File: src/tbe_pkg.sv
// ----------------------------------------------------------------------------
// Tile bit-plane encoder package
// Shared widths, configuration register indexes, transfer types and the
// bit-plane gather function.
// ----------------------------------------------------------------------------
package tbe_pkg;

	localparam int ROWS      = 8;
	localparam int ROW_W     = 3;
	localparam int PIX_W     = 32;
	localparam int BYTE_W    = 8;
	localparam int STORE_W   = 2 * BYTE_W;
	localparam int PC_W      = 3;
	localparam int CFG_IDX_W = 1;
	localparam int CFG_W     = 3;

	localparam logic [CFG_IDX_W-1:0] REG_PLANE_COUNT  = 1'b0;
	localparam logic [CFG_IDX_W-1:0] REG_SPRITE_ORDER = 1'b1;

	typedef struct packed {
		logic [PC_W-1:0] plane_count;
		logic            sprite_order;
	} cfg_t;

	typedef struct packed {
		logic [BYTE_W-1:0] plane_byte;
		logic              last_of_item;
		logic              last_of_tile;
	} out_byte_t;

	// Pixel 0 of the row lands in the most significant bit of the byte.
	function automatic logic [BYTE_W-1:0] gather_plane(input logic [PIX_W-1:0] row,
			input logic [1:0] plane);
		logic [BYTE_W-1:0] b;
		b = '0;
		for (int dx = 0; dx < BYTE_W; dx++) begin
			b[BYTE_W-1-dx] = row[4*dx + int'(plane)];
		end
		return b;
	endfunction

endpackage

File: src/tbe_plane_ram.sv
// ----------------------------------------------------------------------------
// Upper plane store
// One write port and one read port; read data is registered and holds its
// value until the next read is issued.
// ----------------------------------------------------------------------------
module tbe_plane_ram (
	input  logic                      clk,
	input  logic                      we,
	input  logic [tbe_pkg::ROW_W-1:0]   waddr,
	input  logic [tbe_pkg::STORE_W-1:0] wdata,
	input  logic                      re,
	input  logic [tbe_pkg::ROW_W-1:0]   raddr,
	output logic [tbe_pkg::STORE_W-1:0] rdata
);
	import tbe_pkg::*;

	logic [STORE_W-1:0] mem [ROWS];
	logic [STORE_W-1:0] rdata_q;

	always_ff @(posedge clk) begin
		if (we) begin
			mem[waddr] <= wdata;
		end
		if (re) begin
			rdata_q <= mem[raddr];
		end
	end

	assign rdata = rdata_q;

endmodule

File: src/tbe_seq.sv
// ----------------------------------------------------------------------------
// Tile bit-plane encoder sequencer
// Takes one row, writes its upper plane pair into the store, with two or more
// planes emits the lower pair, and after a four-plane row 7 replays the store.
// ----------------------------------------------------------------------------
module tbe_seq (
	input  logic                    clk,
	input  logic                    arst_n,
	input  tbe_pkg::cfg_t           cfg,
	input  logic                    row_valid,
	output logic                    row_ready,
	input  logic [tbe_pkg::PIX_W-1:0] row_pixels,
	output logic                    byte_valid,
	input  logic                    byte_ready,
	output tbe_pkg::out_byte_t      byte_out
);
	import tbe_pkg::*;

	localparam logic [2:0] ST_IDLE    = 3'd0;
	localparam logic [2:0] ST_EMIT0   = 3'd1;
	localparam logic [2:0] ST_EMIT1   = 3'd2;
	localparam logic [2:0] ST_TAIL_HI = 3'd3;
	localparam logic [2:0] ST_TAIL_LO = 3'd4;

	logic [2:0]        state_q;
	logic [ROW_W-1:0]  row_q;
	logic [ROW_W-1:0]  k_q;
	logic              tail_q;
	logic              last_row_q;
	logic [BYTE_W-1:0] b0_q;
	logic [BYTE_W-1:0] b1_q;

	logic               accept;
	logic               has_pair;
	logic               four_planes;
	logic               last_row;
	logic [1:0]         p0, p1, p2, p3;
	logic               byte_take;
	logic               ram_re;
	logic [ROW_W-1:0]   ram_raddr;
	logic [STORE_W-1:0] ram_rdata;
	logic [STORE_W-1:0] upper_word;

	assign row_ready   = (state_q == ST_IDLE);
	assign accept      = row_valid && row_ready;
	assign has_pair    = cfg.plane_count[2] | cfg.plane_count[1];
	assign four_planes = cfg.plane_count[2];
	assign last_row    = (row_q == ROW_W'(ROWS - 1));
	assign byte_take   = byte_valid && byte_ready;

	always_comb begin
		if (cfg.sprite_order) begin
			p0 = 2'd0; p1 = 2'd1; p2 = 2'd3; p3 = 2'd2;
		end else begin
			p0 = 2'd1; p1 = 2'd0; p2 = 2'd2; p3 = 2'd3;
		end
	end

	assign upper_word = {gather_plane(row_pixels, p2), gather_plane(row_pixels, p3)};

	// Store reads start only after the row-7 write has landed, so no
	// forwarding path is needed.
	always_comb begin
		ram_re    = 1'b0;
		ram_raddr = '0;
		if (state_q == ST_EMIT1 && byte_take && tail_q) begin
			ram_re = 1'b1;
		end else if (state_q == ST_TAIL_LO && byte_take && k_q != ROW_W'(ROWS - 1)) begin
			ram_re    = 1'b1;
			ram_raddr = k_q + ROW_W'(1);
		end
	end

	tbe_plane_ram u_ram (
		.clk   (clk),
		.we    (accept),
		.waddr (row_q),
		.wdata (upper_word),
		.re    (ram_re),
		.raddr (ram_raddr),
		.rdata (ram_rdata)
	);

	always_comb begin
		byte_valid = 1'b0;
		byte_out   = '0;
		case (state_q)
			ST_EMIT0: begin
				byte_valid          = 1'b1;
				byte_out.plane_byte = b0_q;
			end
			ST_EMIT1: begin
				byte_valid            = 1'b1;
				byte_out.plane_byte   = b1_q;
				byte_out.last_of_item = !tail_q;
				byte_out.last_of_tile = last_row_q && !tail_q;
			end
			ST_TAIL_HI: begin
				byte_valid          = 1'b1;
				byte_out.plane_byte = ram_rdata[STORE_W-1:BYTE_W];
			end
			ST_TAIL_LO: begin
				byte_valid            = 1'b1;
				byte_out.plane_byte   = ram_rdata[BYTE_W-1:0];
				byte_out.last_of_item = (k_q == ROW_W'(ROWS - 1));
				byte_out.last_of_tile = (k_q == ROW_W'(ROWS - 1));
			end
			default: begin
				byte_valid = 1'b0;
			end
		endcase
	end

	always_ff @(posedge clk or negedge arst_n) begin
		if (!arst_n) begin
			state_q    <= ST_IDLE;
			row_q      <= '0;
			k_q        <= '0;
			tail_q     <= 1'b0;
			last_row_q <= 1'b0;
		end else begin
			case (state_q)
				ST_IDLE: begin
					if (accept) begin
						row_q      <= row_q + ROW_W'(1);
						tail_q     <= last_row && four_planes;
						last_row_q <= last_row;
						if (has_pair) begin
							state_q <= ST_EMIT0;
						end
					end
				end
				ST_EMIT0: begin
					if (byte_take) begin
						state_q <= ST_EMIT1;
					end
				end
				ST_EMIT1: begin
					if (byte_take) begin
						k_q     <= '0;
						state_q <= tail_q ? ST_TAIL_HI : ST_IDLE;
					end
				end
				ST_TAIL_HI: begin
					if (byte_take) begin
						state_q <= ST_TAIL_LO;
					end
				end
				ST_TAIL_LO: begin
					if (byte_take) begin
						if (k_q == ROW_W'(ROWS - 1)) begin
							state_q <= ST_IDLE;
						end else begin
							k_q     <= k_q + ROW_W'(1);
							state_q <= ST_TAIL_HI;
						end
					end
				end
				default: begin
					state_q <= ST_IDLE;
				end
			endcase
		end
	end

	always_ff @(posedge clk) begin
		if (accept) begin
			b0_q <= gather_plane(row_pixels, p0);
			b1_q <= gather_plane(row_pixels, p1);
		end
	end

	a_row_advance: assert property (@(posedge clk) disable iff (!arst_n)
		accept |=> row_q == $past(row_q) + ROW_W'(1))
		else $error("row index did not advance on an accepted row");

	a_tail_only_last_row: assert property (@(posedge clk) disable iff (!arst_n)
		(state_q == ST_TAIL_HI || state_q == ST_TAIL_LO) |-> (tail_q && last_row_q))
		else $error("store replay outside the last row of a four-plane tile");

	a_no_pair_no_bytes: assert property (@(posedge clk) disable iff (!arst_n)
		(accept && !has_pair) |=> state_q == ST_IDLE)
		else $error("row with fewer than two planes produced output");

	a_stalled_byte_holds: assert property (@(posedge clk) disable iff (!arst_n)
		(byte_valid && !byte_ready) |=> $stable(byte_out))
		else $error("stalled byte changed, store read data not held");

endmodule

File: src/tile_bitplane_encoder_core.sv
// ----------------------------------------------------------------------------
// Tile bit-plane encoder core
// Converts 8x8 tiles of 4-bit pixels, one row per transaction, into planar
// bit-plane bytes; in four-plane mode the upper plane pair follows row 7.
//
//   Channel   Direction  Payload
//   s_axis    in         tdata[31:0] = row_pixels
//   m_axis    out        tdata[7:0] = plane_byte, tlast = last_of_item,
//                        tuser = last_of_tile
//   cfg       in         index 0 plane_count, index 1 sprite_order
//
// A row is taken while the sequencer is idle and its two bytes then leave the
// sequencer in turn; no new row is taken until both have gone. Each byte
// reaches the output port in the cycle after it leaves the sequencer. Row 7
// with four planes adds 16 store replay bytes, one per cycle while the output
// does not stall, read from the upper plane store, which has one write port
// and one read port.
// Reset returns the row counter to row 0 and the registers to two planes,
// normal order. Output stalls hold the sequencer; one output register
// decouples the sequencer from the output handshake.
// ----------------------------------------------------------------------------
module tile_bitplane_encoder_core (
	input  logic                        clk,
	input  logic                        arst_n,
	input  logic                        cfg_we,
	input  logic [tbe_pkg::CFG_IDX_W-1:0] cfg_index,
	input  logic [tbe_pkg::CFG_W-1:0]     cfg_data,
	input  logic                        s_axis_tvalid,
	output logic                        s_axis_tready,
	input  logic [tbe_pkg::PIX_W-1:0]     s_axis_tdata,  // row_pixels
	output logic                        m_axis_tvalid,
	input  logic                        m_axis_tready,
	output logic [tbe_pkg::BYTE_W-1:0]    m_axis_tdata,  // plane_byte
	output logic                        m_axis_tlast,
	output logic                        m_axis_tuser   // last_of_tile
);
	import tbe_pkg::*;

	cfg_t      cfg_q;
	logic      byte_valid;
	logic      byte_ready;
	out_byte_t byte_out;
	logic      out_valid_q;
	out_byte_t out_q;

	always_ff @(posedge clk or negedge arst_n) begin
		if (!arst_n) begin
			cfg_q.plane_count  <= PC_W'(2);
			cfg_q.sprite_order <= 1'b0;
		end else if (cfg_we) begin
			case (cfg_index)
				REG_PLANE_COUNT:  cfg_q.plane_count  <= cfg_data[PC_W-1:0];
				REG_SPRITE_ORDER: cfg_q.sprite_order <= cfg_data[0];
				default: begin
				end
			endcase
		end
	end

	tbe_seq u_seq (
		.clk        (clk),
		.arst_n     (arst_n),
		.cfg        (cfg_q),
		.row_valid  (s_axis_tvalid),
		.row_ready  (s_axis_tready),
		.row_pixels (s_axis_tdata),
		.byte_valid (byte_valid),
		.byte_ready (byte_ready),
		.byte_out   (byte_out)
	);

	assign byte_ready = !out_valid_q || m_axis_tready;

	always_ff @(posedge clk or negedge arst_n) begin
		if (!arst_n) begin
			out_valid_q <= 1'b0;
		end else if (byte_ready) begin
			out_valid_q <= byte_valid;
		end
	end

	always_ff @(posedge clk) begin
		if (byte_valid && byte_ready) begin
			out_q <= byte_out;
		end
	end

	assign m_axis_tvalid = out_valid_q;
	assign m_axis_tdata  = out_q.plane_byte;
	assign m_axis_tlast  = out_q.last_of_item;
	assign m_axis_tuser  = out_q.last_of_tile;

endmodule
File: config.mk
export PLATFORM = sky130hd
export DESIGN_NAME = tile_bitplane_encoder_core
export DESIGN_NICKNAME = d
export VERILOG_FILES = /design/src/tbe_pkg.sv /design/src/tbe_plane_ram.sv /design/src/tbe_seq.sv /design/src/tile_bitplane_encoder_core.sv
export SDC_FILE = /design/constraint.sdc
export NUM_CORES = 1
export LEC_CHECK = 0
export BUFFER_PORTS_ARGS = -buffer_cell sky130_fd_sc_hd__buf_2
export CORE_MARGIN = 1.5
export CORE_UTILIZATION = 38
export CTS_CLUSTER_DIAMETER = 80
export DETAILED_ROUTE_END_ITERATION = 16
export PLACE_DENSITY = 0.64
export SKIP_LAST_GASP = 1
export SLEW_MARGIN = 5
export SYNTH_ARGS = -nofsm -noshare
export SYNTH_HDL_FRONTEND = slang
export SYNTH_HIERARCHICAL = 1
export SYNTH_SLANG_ARGS = --single-unit
export TNS_END_PERCENT = 50
File: constraint.sdc
create_clock -name clk -period 6.83 [get_ports clk]
set_input_delay 0.3415 -clock clk [delete_from_list [all_inputs] [get_ports clk]]
set_output_delay 0.3415 -clock clk [all_outputs]
set_load 0.02 [all_outputs]
# Yosys cells after proc, flatten, opt, wreduce, memory -nomap -nowiden
# Memory sizes are Yosys's and may differ from the RTL's. A register that Yosys moved wholly into a read port is not among the register bits.
# Index checks and enable logic that the tools add are counted.
op_classes:
  n_addsub: 30
  order_cmp: 32
  eq_ne: 14
  n_mux: 118
  bitwise_logic: 2
  reduce_logical: 19
ops:
  columns: ["op", "n"]
  rows:
  - ["$lt 32x7->1 const B", 28]
  - ["$bmux 1 s5", 28]
  - ["$add 5x2->6 const A", 12]
  - ["$mux 1", 69]
  - ["$mux 3", 11]
  - ["$pmux 8 s4", 1]
  - ["$add 4x2->5 const A", 6]
  - ["$add 5x1->6 const A", 4]
  - ["$lt 2x6->1 const B", 3]
  - ["$pmux 3 s5", 1]
  - ["$add 3x2->4 const A", 3]
  - ["$add 4x1->5 const A", 2]
  - ["$eq 3x3->1 const B", 3]
  - ["$bmux 1 s2", 4]
  - ["$logic_and 1x1->1", 8]
  - ["$ne 2x1->1 const B", 4]
  - ["$add 3x1->3 const B", 2]
  - ["$eq 3x2->1 const B", 2]
  - ["$lt 1x6->1 const B", 1]
  - ["$ne 2x2->1 const B", 3]
  - ["$pmux 3 s2", 1]
  - ["$reduce_and 2->1", 3]
  - ["$reduce_and 6->1", 1]
  - ["$add 3x1->4 const A", 1]
  - ["12 further kinds", 14]
totals:
  ff_bits: 42
  ramBits: 128
  inputBits: 41
  output_inout_bits: 12
  elab_cells: 229
  mem_count: 1
mem_list:
  columns: ["memory", "words", "width", "read_ports", "rd_ports_with_merged_regs", "wr", "line", "text"]
  rows:
  - ["u_seq.u_ram.mem", 8, 16, 1, 1, 1, "tbe_plane_ram.sv:17", "logic [STORE_W-1:0] mem [ROWS];"]

# Longest topological paths before layout
logic_depth:
  depth_word: 8
  ltp_mapped: 7

# Hierarchy
# The synthesis kept the hierarchy.
by_module_without_submodules:
  columns: ["module", "n_inst", "cells_each", "area_each_um2", "seq_area_each_um2"]
  rows:
  - ["tbe_plane_ram", 1, 214, 5454.0, 4324.1]
  - ["tbe_seq", 1, 147, 1770.4, 755.7]
  - ["tile_bitplane_encoder_core", 1, 24, 523.0, 426.7]

# Worst setup path before layout
# OpenSTA, ideal clock, no wires.
synth_path:
  path_kind: "register -> register"
  from: "register u_seq.state_q[0]"
  to: "memory u_seq/u_ram/mem[4][0] (netlist bit), enable pin"
  setup_ps: 409
  arrival_time_ps: 2752
  required_time_ps: 6421
  setup_slack_ps: 3669
  path_stages_with_launch: 4
  synth_period_minus_slack_ps: 3161
  cell_sequence: "dfrtp_1 nor4b_4 nand2_1 nor3_1"
synth_between:
  elab_chain_len: 4
synth_rtl:
  columns: ["element", "line", "text"]
  rows:
  - ["start, declared", "tbe_seq.sv:25", "logic [2:0] state_q;"]
  - ["start signal, assigned", "tbe_seq.sv:141", "state_q <= tail_q ? ST_TAIL_HI : ST_IDLE;"]
  - ["$logic_not 3->1", "tbe_seq.sv:44", "assign row_ready = (state_q == ST_IDLE);"]
  - ["$logic_and 1x1->1", "tbe_seq.sv:45", "assign accept = row_valid && row_ready;"]
  - ["named net u_seq.accept", "tbe_seq.sv:33", "logic accept;"]
  - ["$mux 1", "tbe_plane_ram.sv:21", "if (we) begin"]
  - ["$mux 1 (implied by the code)", "tbe_plane_ram.sv:22", "mem[waddr] <= wdata;"]
  - ["end, declared", "tbe_plane_ram.sv:17", null]
# The timed path passes the listed nets, and every way through them passes these cells.

# Worst setup path in the final report
layout_path:
  from: "register u_seq.state_q[1]"
  to: "register u_seq.u_ram.rdata_q[14], in the netlist u_seq/u_ram/rdata[14] (read register of u_seq.u_ram.mem), data pin"
layout_between:
  elab_chain_len: 8
layout_rtl:
  columns: ["element", "line", "text"]
  rows:
  - ["$eq 3x1->1, or another cell as far along", "tbe_seq.sv:87", "case (state_q)"]
  - ["$reduce_or 4->1 (no line)", null, null]
  - ["$mux 1", "tbe_seq.sv:87", null]
  - ["$logic_and 1x1->1", "tbe_seq.sv:49", "assign byte_take = byte_valid && byte_ready;"]
  - ["$logic_and 1x1->1 (2 in series)", "tbe_seq.sv:68", "end else if (state_q == ST_TAIL_LO && byte_take && k_q != ROW_W'(ROWS - 1)) begin"]
  - ["$mux 3", "tbe_seq.sv:68", null]
  - ["$mux 3 (*)", "tbe_seq.sv:66", "if (state_q == ST_EMIT1 && byte_take && tail_q) begin"]
  - ["named net u_seq.ram_raddr[0]", "tbe_seq.sv:40", "logic [ROW_W-1:0] ram_raddr;"]
  - ["end, declared", "tbe_plane_ram.sv:18", "logic [STORE_W-1:0] rdata_q;"]
# Mark *: on every way through the listed nets, which the timed path passes. The rest lies on a longest branch.
# A chain may end at the register's enable or synchronous reset.

==> summary.txt <==
Status - finished, final reports clean
Post-CTS Hold Buffers - 1
Endpoints failing hold - 0
IO Pins - 53
Routed wire length - 13.80 mm
Critical-path top delay cell - dfrtp_1
Vias in the first global route - 3891
Hold Crit Class - input port to flip-flop
Setup repair bufs after CTS - 0
Num rows - 51
Overflow after GRT - 0
IO buf count - 52
Critical path endpoint category - flip-flop
MaxCap Viol Count - 0
Die Y-Extent - 145.4 um
Post-Syn Nets - 428
Arrival @ worst endpoint - 3.17 ns
Final setup skew - 0.009264 ns
Pre-antenna DRT Iters - 4
WL/cell - 19.12 um
CTS tree - yes
Vias per inst - 5.072
Clock Latency Late Sink - 0.43 ns
Final Core Density - 44.97%
Share of cells above drive strength 1 - 33.04%
Initial drt markers - 186
Crit-path cells - nand2b_1 -> nor4_2 -> buf_4 -> mux4_1 -> mux2_2
Core ar. - 19650 um2
Reg clk slew, reported paths - 0.07 ns
VDD IR max - 0.0001550 V
Most common cell after layout, fill and taps aside - edfxtp_1
H-Tree Level Count - 4
N_diodes - 0
Worst path max stage delay - 0.71 ns
Syn Std Cell Area - 7707 um2
CTS Buf Count - 17
Initial Util - 39.22%
Pleak - 0.002998 uW
Pin count of the biggest net entering global routing - 33
HPWL after DPL - 8.300 mm
PwrDens - 343.8 nW/um2
Total GRT Usage - 13.87%
Die Wd - 145.4 um
Slew headroom - 29.27%
Most frequent cells in the layout - edfxtp_1, buf_2, mux2_2, mux4_1, clkbuf_16
RSZ-0062 raised after global routing - no
CP Data Required Time - 7.00 ns
Synth Area per Inst - 20.12 um2
CP max FO - 32
Yosys warns - 6
Global-route wire length before repair - 21.78 mm
Mapped Cells - 383
Via count - 3662
Initial antenna violation count - 0
Fin nets - 489
Critical Path Start Type - flip-flop
Gpl congestion - 0.7842
Final Cycle Share - 43.95%
Max clock buf depth - 2
Root buffer cell - clkbuf_16
Final Max Tran Viols - 0
Setup TNS - 0 ns
Final ANT Viol Nets - 0
Die area - 21150 um2
Post-CTS sizing - 0
Setup CP Type - flip-flop to flip-flop
Final critical-path required period - 3.002 ns
Final setup viols - 0
Drt drc - 0
Max Clk Rate - 0.3331 GHz
Area Overhead vs Synth - 14.68%
Worst Max-Slew Pin Slew - 1.058 ns
Clock sink total - 185
## critical path: cells and delay by family, from the launching register on
family / cells / cell delay, ns
flops: 1 / 0.71
buf+inv: 1 / 0.50
simple gates: 2 / 0.61
mux: 2 / 0.91
## layer usage
| layer | GRT usage, % | vias to the layer above | part of all wire [%] |
|---|---|---|---|
| met3 | 3.511 | 14 | 4.9 |
| met4 | 4.949 | 0 | 1.5 |
| li1 | - | 1710 | - |
| met2 | 22.60 | 84 | 48 |
| met5 | 0 | - | 0 |
| met1 | 18.10 | 1854 | 45 |
## metrics by stage
| stage | std cells | cell area [um2] | hold slack [ns] | power, uW | setup slack [ns] |
|---|---|---|---|---|---|
| 3_3_place_gp | 689 | 8280 | 0.2622 | 2134 | 3.881 |
| 5_1_grt | 722 | 8838 | 0.1350 | 3186 | 3.621 |
| 6_report | 722 | 8838 | 0.1367 | 3038 | 3.828 |
| 4_1_cts | 722 | 8838 | 0.1170 | 3071 | 3.805 |
| 2_1_floorplan | 383 | 7707 | 0.04591 | 1979 | 3.669 |
| 3_5_place_dp | 689 | 8280 | 0.2702 | 2160 | 3.832 |
## final timing paths
| check | start | to | slack (ns) | cells after the start |
|---|---|---|---|---|
| setup reg to reg | u_seq/state_q[1]$_DFFE_PN0P_ | u_seq/u_ram/rdata[14]$_DFFE_PP_ | 3.83 | 5 |
| min in group asynchronous | arst_n | u_seq/state_q[0]$_DFFE_PN0P_ | 0.34 | 2 |
| setup / recovery | u_seq/state_q[1]$_DFFE_PN0P_ | u_seq/u_ram/rdata[14]$_DFFE_PP_ | 3.83 | 5 |
| hold reg to reg | cfg_q[3]$_DFFE_PN0P_ | cfg_q[3]$_DFFE_PN0P_ | 0.55 | 1 |
| hold / removal | cfg_data[2] | cfg_q[3]$_DFFE_PN0P_ | 0.14 | 2 |
| max in group asynchronous | arst_n | cfg_q[2]$_DFFE_PN1P_ | 6.19 | 2 |
## final cells by class
cell class | instances | area [um2]
clock inverter | 15 | 122.6
multi-input combinational | 176 | 2128
sequential | 185 | 5482
tap | 265 | 331.6
inverter | 1 | 3.754
fill | 1703 | 10820
clock buffer | 17 | 425.4
timing repair buffer | 63 | 345.3
## registers in the layout (all words and copies together), names as in the netlist
| register | flops |
|---|---|
| m_axis_tlast | 1 |
| u_seq/row_q | 3 |
| u_seq/u_ram/mem | 128 |
| u_seq/k_q | 3 |
| u_seq/last_row_q | 1 |
| u_seq/b0_q | 8 |
| u_seq/b1_q | 8 |
| u_seq/u_ram/rdata | 16 |
| cfg_q | 3 |
| u_seq/tail_q | 1 |
| m_axis_tuser | 1 |
| m_axis_tvalid | 1 |
| u_seq/state_q | 3 |
| m_axis_tdata | 8 |
## where the power goes
part / internal, uW / leakage [uW] / total (uW) / switching [uW]
combinational: 234 / 0.000993 / 556 / 322
sequential: 1460 / 0.00174 / 1570 / 109
clock: 502 / 0.000268 / 909 / 407
total: 2200 / 0.00300 / 3040 / 838
Power figures use the tool's default switching activity.
